**src/design/dvg_pkg.sv**
```systemverilog
// Package for the dotted version gate.
// Holds the parse phase type, order codes, character constants and the
// structs passed between the top level and the parse core. No dependencies.
package dvg_pkg;

   localparam int MAX_PARTS_DEF = 4;
   localparam int NUM_MIN_PARTS = 4;

   localparam int CH_W    = 8;
   localparam int PART_W  = 32;
   localparam int ACC_W   = 36;
   localparam int COUNT_W = 3;
   localparam int ORDER_W = 2;

   localparam logic [CH_W-1:0] CH_NUL  = 8'h00;
   localparam logic [CH_W-1:0] CH_ZERO = 8'h30;
   localparam logic [CH_W-1:0] CH_NINE = 8'h39;
   localparam logic [CH_W-1:0] CH_DOT  = 8'h2E;

   localparam logic [ORDER_W-1:0] ORD_LESS    = 2'b11;
   localparam logic [ORDER_W-1:0] ORD_EQUAL   = 2'b00;
   localparam logic [ORDER_W-1:0] ORD_GREATER = 2'b01;

   localparam logic [2:0] REG_MIN_COUNT = 3'd0;
   localparam logic [2:0] REG_MIN_PART0 = 3'd1;
   localparam logic [2:0] REG_MIN_PART1 = 3'd2;
   localparam logic [2:0] REG_MIN_PART2 = 3'd3;
   localparam logic [2:0] REG_MIN_PART3 = 3'd4;

   typedef enum logic [1:0] {
      PH_DIGITS = 2'd0,
      PH_SKIP   = 2'd1,
      PH_DONE   = 2'd2
   } phase_type;

   typedef struct packed {
      logic [COUNT_W-1:0]                   min_count;
      logic [NUM_MIN_PARTS-1:0][PART_W-1:0] min_part;
   } cfg_type;

   typedef struct packed {
      logic [ORDER_W-1:0] order;
      logic               accept;
      logic [COUNT_W-1:0] parts_seen;
   } result_type;

endpackage

```
**src/design/dvg_core.sv**
```systemverilog
// Parse core of the dotted version gate: per-string parse state and the
// one-character update with part commit and final compare.
// Depends on dvg_pkg.
module dvg_core #(
   parameter int MAX_PARTS = dvg_pkg::MAX_PARTS_DEF
) (
   input  logic                        clock,
   input  logic                        reset,
   input  logic                        step_en,
   input  logic [dvg_pkg::CH_W-1:0]    step_ch,
   input  logic                        step_last,
   input  dvg_pkg::cfg_type            cfg,
   output dvg_pkg::result_type         result
);

   localparam logic [dvg_pkg::COUNT_W-1:0] MAXP = dvg_pkg::COUNT_W'(MAX_PARTS);
   localparam logic [dvg_pkg::ACC_W-1:0]   ACC_LIMIT = {4'h0, 32'hFFFF_FFFF};

   dvg_pkg::phase_type                phase_ff, phase_in, phase_t;
   logic [dvg_pkg::ACC_W-1:0]         acc_ff, acc_in, acc_t, acc_mul;
   logic                              ds_ff, ds_in, ds_t;
   logic [dvg_pkg::COUNT_W-1:0]       pc_ff, pc_in, pc_t;
   logic [dvg_pkg::ORDER_W-1:0]       ord_ff, ord_in, ord_t, ord_f;
   logic                              any_ff, any_in, any_t;
   logic                              is_digit, is_dot, is_nul, commit;
   logic [dvg_pkg::COUNT_W-1:0]       mc;
   logic [dvg_pkg::PART_W-1:0]        part_val, min_val;

   always_comb begin
      mc = (cfg.min_count > MAXP) ? MAXP : cfg.min_count;
      is_digit = (step_ch >= dvg_pkg::CH_ZERO) && (step_ch <= dvg_pkg::CH_NINE);
      is_dot   = (step_ch == dvg_pkg::CH_DOT);
      is_nul   = (step_ch == dvg_pkg::CH_NUL);
      // times ten as shift-and-add, plus the digit
      acc_mul = (acc_ff << 3) + (acc_ff << 1) + {32'h0, step_ch[3:0]};

      phase_t = phase_ff;
      acc_t   = acc_ff;
      ds_t    = ds_ff;
      commit  = 1'b0;
      any_t   = any_ff;

      unique case (phase_ff)
         dvg_pkg::PH_DIGITS: begin
            any_t = any_ff | ~is_nul;
            if (is_digit) begin
               if (acc_ff <= ACC_LIMIT) acc_t = acc_mul;
               ds_t   = 1'b1;
               commit = step_last;
            end else if (!ds_ff) begin
               phase_t = dvg_pkg::PH_DONE;
            end else begin
               commit = 1'b1;
               if (is_dot)      phase_t = dvg_pkg::PH_DIGITS;
               else if (is_nul) phase_t = dvg_pkg::PH_DONE;
               else             phase_t = dvg_pkg::PH_SKIP;
            end
         end
         dvg_pkg::PH_SKIP: begin
            any_t = any_ff | ~is_nul;
            if (is_dot) begin
               phase_t = dvg_pkg::PH_DIGITS;
               acc_t   = '0;
               ds_t    = 1'b0;
            end else if (is_nul) begin
               phase_t = dvg_pkg::PH_DONE;
            end
         end
         default: begin
            // done: ignore bytes until last
         end
      endcase

      part_val = (acc_t[dvg_pkg::ACC_W-1:dvg_pkg::PART_W] != '0) ? '1
               : acc_t[dvg_pkg::PART_W-1:0];
      min_val  = cfg.min_part[pc_ff[1:0]];
      pc_t  = pc_ff;
      ord_t = ord_ff;
      if (commit) begin
         if (pc_ff < MAXP) begin
            if ((ord_ff == dvg_pkg::ORD_EQUAL) && (pc_ff < mc)) begin
               if (part_val < min_val)      ord_t = dvg_pkg::ORD_LESS;
               else if (part_val > min_val) ord_t = dvg_pkg::ORD_GREATER;
            end
            pc_t = pc_ff + 3'd1;
         end
         acc_t = '0;
         ds_t  = 1'b0;
      end

      // shorter prefix counts as smaller
      ord_f = ord_t;
      if (ord_t == dvg_pkg::ORD_EQUAL) begin
         if (pc_t < mc)      ord_f = dvg_pkg::ORD_LESS;
         else if (pc_t > mc) ord_f = dvg_pkg::ORD_GREATER;
      end

      result.order      = ord_f;
      result.accept     = ~any_t | (mc == '0) | (ord_f != dvg_pkg::ORD_LESS);
      result.parts_seen = pc_t;

      // a finished string returns the parse state to its reset values
      if (step_last) begin
         phase_in = dvg_pkg::PH_DIGITS;
         acc_in   = '0;
         ds_in    = 1'b0;
         pc_in    = '0;
         ord_in   = dvg_pkg::ORD_EQUAL;
         any_in   = 1'b0;
      end else begin
         phase_in = phase_t;
         acc_in   = acc_t;
         ds_in    = ds_t;
         pc_in    = pc_t;
         ord_in   = ord_t;
         any_in   = any_t;
      end
   end

   always_ff @(posedge clock) begin
      if (reset) begin
         phase_ff <= dvg_pkg::PH_DIGITS;
         acc_ff   <= '0;
         ds_ff    <= 1'b0;
         pc_ff    <= '0;
         ord_ff   <= dvg_pkg::ORD_EQUAL;
         any_ff   <= 1'b0;
      end else if (step_en) begin
         phase_ff <= phase_in;
         acc_ff   <= acc_in;
         ds_ff    <= ds_in;
         pc_ff    <= pc_in;
         ord_ff   <= ord_in;
         any_ff   <= any_in;
      end
   end

endmodule

```
**src/design/dotted_version_gate_top.sv**
```systemverilog
// Top level of the dotted version gate: stream channels, input register,
// result register and APB-style register block. Depends on dvg_pkg, dvg_core.
//
// Usage:
//   req_*  : one byte of the version string per transaction; tdata[7:0] is
//            the character (0 terminates), tlast marks the final byte.
//   rsp_*  : one result transaction per string, after its tlast byte.
//   csr_*  : minimum version: min_count at 0x00, min_part0..3 at 0x04..0x10.
//            Write only while no string is in flight; pready is always high.
// Throughput is one byte per cycle while no last byte waits for the result
// register; every byte passes through an input register, one combinational
// parse/compare step and, for the last byte, the result register. The tlast
// byte goes from the input register into the result register, which drives rsp_tvalid.
// When rsp_tready is low the result is held; the input register still takes
// bytes of the next string, and only a second tlast byte waits for the
// result register to empty.
// Reset (synchronous) empties both registers, clears the parse state and
// sets all configuration registers to zero, which disables the gate.
module dotted_version_gate_top #(
   parameter int MAX_PARTS = dvg_pkg::MAX_PARTS_DEF
) (
   input  logic        clock,
   input  logic        reset,
   // req_tdata: [7:0] ch
   input  logic        req_tvalid,
   output logic        req_tready,
   input  logic [7:0]  req_tdata,
   input  logic        req_tlast,
   // rsp_tdata: [1:0] order, [2] accept, [5:3] parts_seen, [7:6] zero
   output logic        rsp_tvalid,
   input  logic        rsp_tready,
   output logic [7:0]  rsp_tdata,
   input  logic        csr_psel,
   input  logic        csr_penable,
   input  logic        csr_pwrite,
   input  logic [4:0]  csr_paddr,
   input  logic [31:0] csr_pwdata,
   output logic [31:0] csr_prdata,
   output logic        csr_pready
);

   dvg_pkg::cfg_type    cfg_ff;
   dvg_pkg::result_type step_result, rsp_data_ff;
   logic                s1_valid_ff, s1_valid_in;
   logic [7:0]          s1_ch_ff;
   logic                s1_last_ff;
   logic                s1_adv, req_accept;
   logic                rsp_valid_ff, rsp_valid_in;
   logic                csr_write;
   logic [2:0]          csr_index;

   // ---------------- configuration ----------------
   assign csr_pready = 1'b1;
   assign csr_index  = csr_paddr[4:2];
   assign csr_write  = csr_psel & csr_penable & csr_pwrite & csr_pready;

   always_ff @(posedge clock) begin
      if (reset) begin
         cfg_ff <= '0;
      end else if (csr_write) begin
         unique case (csr_index)
            dvg_pkg::REG_MIN_COUNT: cfg_ff.min_count   <= csr_pwdata[2:0];
            dvg_pkg::REG_MIN_PART0: cfg_ff.min_part[0] <= csr_pwdata;
            dvg_pkg::REG_MIN_PART1: cfg_ff.min_part[1] <= csr_pwdata;
            dvg_pkg::REG_MIN_PART2: cfg_ff.min_part[2] <= csr_pwdata;
            dvg_pkg::REG_MIN_PART3: cfg_ff.min_part[3] <= csr_pwdata;
            default: ;
         endcase
      end
   end

   always_comb begin
      unique case (csr_index)
         dvg_pkg::REG_MIN_COUNT: csr_prdata = {29'h0, cfg_ff.min_count};
         dvg_pkg::REG_MIN_PART0: csr_prdata = cfg_ff.min_part[0];
         dvg_pkg::REG_MIN_PART1: csr_prdata = cfg_ff.min_part[1];
         dvg_pkg::REG_MIN_PART2: csr_prdata = cfg_ff.min_part[2];
         dvg_pkg::REG_MIN_PART3: csr_prdata = cfg_ff.min_part[3];
         default:                csr_prdata = '0;
      endcase
   end

   // ---------------- input register ----------------
   // a last byte advances only when the result register can take it
   assign s1_adv     = s1_valid_ff & (~s1_last_ff | ~rsp_valid_ff | rsp_tready);
   assign req_tready = ~s1_valid_ff | s1_adv;
   assign req_accept = req_tvalid & req_tready;
   assign s1_valid_in = req_accept | (s1_valid_ff & ~s1_adv);

   always_ff @(posedge clock) begin
      if (reset) begin
         s1_valid_ff <= 1'b0;
      end else begin
         s1_valid_ff <= s1_valid_in;
      end
   end

   always_ff @(posedge clock) begin
      if (req_accept) begin
         s1_ch_ff   <= req_tdata;
         s1_last_ff <= req_tlast;
      end
   end

   // ---------------- parse core ----------------
   dvg_core #(
      .MAX_PARTS (MAX_PARTS)
   ) u_core (
      .clock     (clock),
      .reset     (reset),
      .step_en   (s1_adv),
      .step_ch   (s1_ch_ff),
      .step_last (s1_last_ff),
      .cfg       (cfg_ff),
      .result    (step_result)
   );

   // ---------------- result register ----------------
   always_comb begin
      if (s1_adv && s1_last_ff) rsp_valid_in = 1'b1;
      else if (rsp_tready)      rsp_valid_in = 1'b0;
      else                      rsp_valid_in = rsp_valid_ff;
   end

   always_ff @(posedge clock) begin
      if (reset) begin
         rsp_valid_ff <= 1'b0;
      end else begin
         rsp_valid_ff <= rsp_valid_in;
      end
   end

   always_ff @(posedge clock) begin
      if (s1_adv && s1_last_ff) begin
         rsp_data_ff <= step_result;
      end
   end

   assign rsp_tvalid = rsp_valid_ff;
   assign rsp_tdata  = {2'b00, rsp_data_ff.parts_seen, rsp_data_ff.accept,
                        rsp_data_ff.order};

`ifndef SYNTHESIS
   a_accept_when_not_less: assert property (@(posedge clock) disable iff (reset)
      rsp_valid_ff && (rsp_data_ff.order != dvg_pkg::ORD_LESS) |-> rsp_data_ff.accept)
      else $error("result rejected although order is not less");

   a_parts_bounded: assert property (@(posedge clock) disable iff (reset)
      rsp_valid_ff |-> (rsp_data_ff.parts_seen <= 3'(MAX_PARTS)))
      else $error("parts_seen beyond MAX_PARTS");

   a_gate_disabled: assert property (@(posedge clock) disable iff (reset)
      s1_adv && s1_last_ff && (cfg_ff.min_count == '0) |=> rsp_data_ff.accept)
      else $error("disabled gate produced a reject");

   a_s1_hold: assert property (@(posedge clock) disable iff (reset)
      s1_valid_ff && !s1_adv |=> s1_valid_ff && $stable(s1_ch_ff) && $stable(s1_last_ff))
      else $error("pending input byte was overwritten");
`endif

endmodule

```
**config.mk**
```make
export PLATFORM = sky130hd
export DESIGN_NAME = dotted_version_gate_top
export DESIGN_NICKNAME = d
export VERILOG_FILES = /design/src/design/dvg_pkg.sv /design/src/design/dvg_core.sv /design/src/design/dotted_version_gate_top.sv
export SDC_FILE = /design/constraint.sdc
export NUM_CORES = 1
export LEC_CHECK = 0
export BUFFER_PORTS_ARGS = -buffer_cell sky130_fd_sc_hd__buf_2
export CAP_MARGIN = 20
export CORE_ASPECT_RATIO = 1.5
export CORE_MARGIN = 8
export CORE_UTILIZATION = 55
export DETAILED_ROUTE_END_ITERATION = 12
export PLACE_DENSITY = 0.74
export SLEW_MARGIN = 40
export SYNTH_ARGS = -nofsm -noshare
export SYNTH_HDL_FRONTEND = slang
export SYNTH_SLANG_ARGS = --single-unit
```
**constraint.sdc**
```tcl
create_clock -name clock -period 5.4 [get_ports clock]
set_input_delay 1.62 -clock clock [delete_from_list [all_inputs] [get_ports clock]]
set_output_delay 1.62 -clock clock [all_outputs]
set_load 0.02 [all_outputs]
```
* Yosys cells after proc, flatten, opt, wreduce, memory -nomap -nowiden *
Index checks and enable logic that the tools add are counted.

word-level totals
  register bits = 193
  input port bits = 53
  output and inout port bits = 43
  logic and storage cells = 125

cells by class
  $add $sub $neg = 3
  $lt $le $gt $ge = 11
  equal/unequal tests = 11
  multiplexer cells = 43
  bitwise logic cells = 18
  reduce and logical (&&, ||, !) cells = 21

operators by type and width
  cell                  number
  $mux 36               5
  $pmux 32 s5           1
  $pmux 36 s2           1
  $bmux 32 s2           1
  $mux 32               2
  $add 36x36->36        1
  $add 36x4->36         1
  $le 36x32->1 const B  1
  $gt 32x32->1          1
  $lt 32x32->1          1
  $mux 2                16
  $mux 3                4
  $ne 4x2->1 const B    3
  $mux 1                11
  $reduce_and 2->1      5
  $eq 8x6->1 const B    1
  $ge 8x6->1 const B    1
  $le 8x6->1 const B    1
  $logic_not 8->1       1
  $reduce_and 4->1      2
  $reduce_bool 4->1     2
  $or 1x1->1            7
  $eq 3x2->1 const B    2
  $logic_not 2->1       3
  other kinds (20)      33

* Logic depth before layout (Yosys ltp) *
  depth in word-level cells = 18
  mapped depth = 22
  mapped depth without buffers = 21

* By module *
From an unflattened synthesis, not the netlist that was laid out.

unflattened totals
  cell total of the unflattened synthesis = 1,484
  area total of the unflattened synthesis = 13,486.7 um2

by module, submodules not included
  module                   times used  cells each  area each (um2)  seq. area each (um2)
  dotted_version_gate_top  1           652         6,854.1          3,113.0
  dvg_core                 1           832         6,632.6          900.9

* Least setup slack after synthesis *
Ideal clock, no wire load.

  kind = reg-to-reg
  from = reg s1_ch_ff[3]
  to = reg rsp_data_ff (netlist bit rsp_tdata[2]), data pin
  library setup time = 0.254 ns
  arrival time = 4.513 ns
  data required time = 5.146 ns
  slack = 0.633 ns
  cell stages (with the launch flop) = 23
  path buffers = 1
  period minus slack after synthesis = 4.767 ns
  path through = edfxtp_1 inv_1 fa_1 inv_1 ha_1 a21oi_1 nand3b_4 a2111oi_4 a211oi_2 a211o_1 and3_1 a211oi_4 buf_6 o211ai_2 ha_1 nor2b_1 o21a_1 o21a_1 o21ai_0 a21oi_1 o221ai_1 o211ai_1 a21o_1

RTL lines
  element                 line                            RTL
  from (decl)             dotted_version_gate_top.sv:45   logic [7:0] s1_ch_ff;
  from (signal assigned)  dotted_version_gate_top.sv:100  s1_ch_ff <= req_tdata;
  to (signal assigned)    dotted_version_gate_top.sv:135  rsp_data_ff <= step_result;
  to (decl)               dotted_version_gate_top.sv:43   dvg_pkg::result_type step_result, rsp_data_ff;

==> flow_summary.ini <==
[run_status]
status = finished clean

[timing]
setup_tns_ns = 0
setup_viol = 0
hold_viol = 0
drv_slew = 0
max-slew-margin-rel_pct = 45.5
fin_skew_ns = 0.0143
period_share_pct = 96.8
period_needed_ns = 5.23
fmaxAchievable_mhz = 191
setup_slack_ns = 0.175
hold_slack_ns = 0.471
tightest_slew_ns = 0.818

[synth]
yosysWarningCount = 0
synth_top_cell_by_area = dfxtp_1
synth_commonest_cells = 334 x nand2_1, 212 x a21oi_1, 178 x dfxtp_1, 104 x ha_1, 92 x clkbuf_1
syn_inst = 1561
avgSynthCellArea_um2 = 8.15
async_flop_share_pct = 0
ys_seq_area_share_pct = 31.6
dominantRegCellSynth = dfxtp_1
netlist_top_cells_area = dfxtp_1 28%, ha_1 10%, nand2_1 9.9%
synth.cell_area_um2 = 12700
synth_most_common_cell = nand2_1
synth_edf_count = 15
ys_seq_elements = 193
synth.distinct_cells = 76
synthDominantCellAreaShare_pct = 28.0

[worst_setup_path]
r2r_cells = 25
cp_slowest_stage_delay_ns = 0.60
end_kind = register
crit_fanout = 8
worstSetupPathType = register to register
cp_common_cell = buf_4
path_depth = 25
crit_slowest_cell = fa_1
cp_top_family = compound AO/OA/AOI/OAI gates
cp_num_buf_inv = 6
worstPathArrival_ns = 5.50
crit_required_ns = 5.68
cp-start-kind = register

[final_layout]
syn_to_final_growth_pct = 11.4
num_antenna_cells = 0
drive_gt1_share_pct = 15.4
nets = 1767

[floorplan]
die-area_um2 = 28300
initial_core_util_pct = 55.6
num_rows = 68
die_y_um = 202
core_um2 = 22900
die_x_um = 140
io_pins = 96

[power_and_ir_drop]
p_per_area_nw_per_um2 = 206
p_int_w = 0.00215
seq_power_share_pct = 50.1
clockPowerShare_pct = 42.3
p_comb_share_pct = 7.6
power_switching_share_pct = 26.5
power_switching_w = 0.000775
p_leak_nw = 5.51
ir_worst_vdd_mv = 0.233

[route]
wl_met1_mm = 14.1
detail-route-antenna-nets = 0
drt_iter0_drc = 975
drc = 0
wl_met2_mm = 19.4
wl_per_cell_um = 19.5
vias = 12100
wl_mm = 37.0
drt_first_pass_iters = 5
dr.max_layer_used = met4
detail_route.vias_per_cell = 6.36
wl_met3_mm = 2.04

[worst_hold_path]
hold_path.class = register to register
whs_path_depth = 2

[global_route]
overflow = 0
grt_pass1_wl_mm = 59.0
grt_pass1_vias = 11800
grt_max_degree = 80
grtUsageTotal_pct = 25.6
antenna_found_initial = 0

[cts]
clock_path_buffers = 2
clkSinkCount = 193
htreeDepth = 4
clk_pin_slew_worst_paths_ns = 0.07
hold_buffers = 0
worstSkewPairLatency_ns = 0.45
cts_buffers = 17
cts-root-buf = clkbuf_16
cts_tree = done

[place]
dpl.hpwl_mm = 25.2
dp_slack_ns = -0.0261
place.gp.congestion = 0.933
portBuffers = 90

[job]
cap_viol_max_count = 0
## path summary, 6_finish.rpt
check                                 from                 endpoint  slack (ns)
max reg2reg  u_core.acc_ff[2]$_SDFFE_PP0P_   rsp_tdata[0]$_DFFE_PP_        0.17
min reg2reg        cfg_ff[38]$_SDFFE_PP0P_  cfg_ff[38]$_SDFFE_PP0P_        0.47
min                cfg_ff[38]$_SDFFE_PP0P_  cfg_ff[38]$_SDFFE_PP0P_        0.47
max          u_core.acc_ff[2]$_SDFFE_PP0P_   rsp_tdata[0]$_DFFE_PP_        0.17
## cell families (layout without fill, tap and decap cells)
logic type      count (synthesis)  after routing  synth area share (%)
simple gates                  549            549                  19.2
compound gates                476            476                  24.9
flops                         193            193                  31.6
buf+inv                       166            225                  5.38
fa+ha+maj                     106            106                  10.5
mux                            50             50                  7.09
xor+xnor                       19             19                  1.31
other cells                     2              3                0.0590
## cell type report
cell class | count | area (um^2)
clock buffers | 18 | 439
clock inverters | 14 | 123
multi-input cells | 1203 | 8110
inverters | 54 | 203
flip-flops and latches | 193 | 4020
well taps | 280 | 350
fillers | 1990 | 8720
repair buffers | 139 | 913
## routing by layer
| layer | vias up | GRT usage [%] |
|---|---|---|
| met1 | 5768 | 28.1 |
| met2 | 467 | 47.4 |
| met3 | 103 | 3.57 |
| li1 | 5749 | - |
| met5 | - | 0 |
| met4 | 0 | 12.3 |
## power by group through the flow
stage | clock, W | combinational, W | sequential [W]
2_1_floorplan | 0 | 0.000125 | 0.00150
3_3_place_gp | 0 | 0.000205 | 0.00150
3_5_place_dp | 0 | 0.000209 | 0.00150
4_1_cts | 0.00125 | 0.000210 | 0.00147
5_1_grt | 0.00129 | 0.000239 | 0.00147
6_report | 0.00124 | 0.000222 | 0.00147
## through the flow
stage	total power [W]	utilization (%)	area, um^2	std cells
after global routing	0.00300	61.9	14200	1901
final	0.00292	61.9	14200	1901
after CTS	0.00293	61.2	14000	1893
after floorplan	0.00162	-	12700	1562
after detailed placement	0.00171	58.7	13400	1861
after global placement	0.00170	58.7	13400	1861
## repair_timing
action                     in CTS  in global routing
setup endpoints to repair       5                  5
pin swaps                       0                  7
gates cloned                    0                  2
gates resized for setup         1                 20
buffers inserted                0                  6
## worst min-delay path: cells and delay by family (launching register included)
| kind | cells | cell delay, ns |
|---|---|---|
| flip-flops | 1 | 0.32 |
| AND/OR/NAND/NOR | 1 | 0.06 |
| AO/OA/AOI/OAI | 1 | 0.05 |
## flip-flops by register name (all words and copies together), names as in the netlist
| signal | count |
|---|---|
| u_core.any_ff | 1 |
| cfg_ff | 131 |
| u_core.pc_ff | 3 |
| rsp_tdata | 6 |
| u_core.acc_ff | 36 |
| s1_valid_ff | 1 |
| u_core.phase_ff | 2 |
| u_core.ds_ff | 1 |
| s1_ch_ff | 8 |
| rsp_tvalid | 1 |
| u_core.ord_ff | 2 |
| s1_last_ff | 1 |
## cells in the final DEF (no fill, tap or decap), types with 30 or more instances in the layout
master / n
a22o_1: 30
o21ai_0: 51
nor2_1: 80
buf_2: 89
a21oi_1: 208
ha_1: 103
mux4_2: 32
buf_4: 42
inv_1: 54
dfxtp_1: 173
o211ai_1: 31
nand2_1: 334
Note: power is estimated with default switching activity, not from simulation.
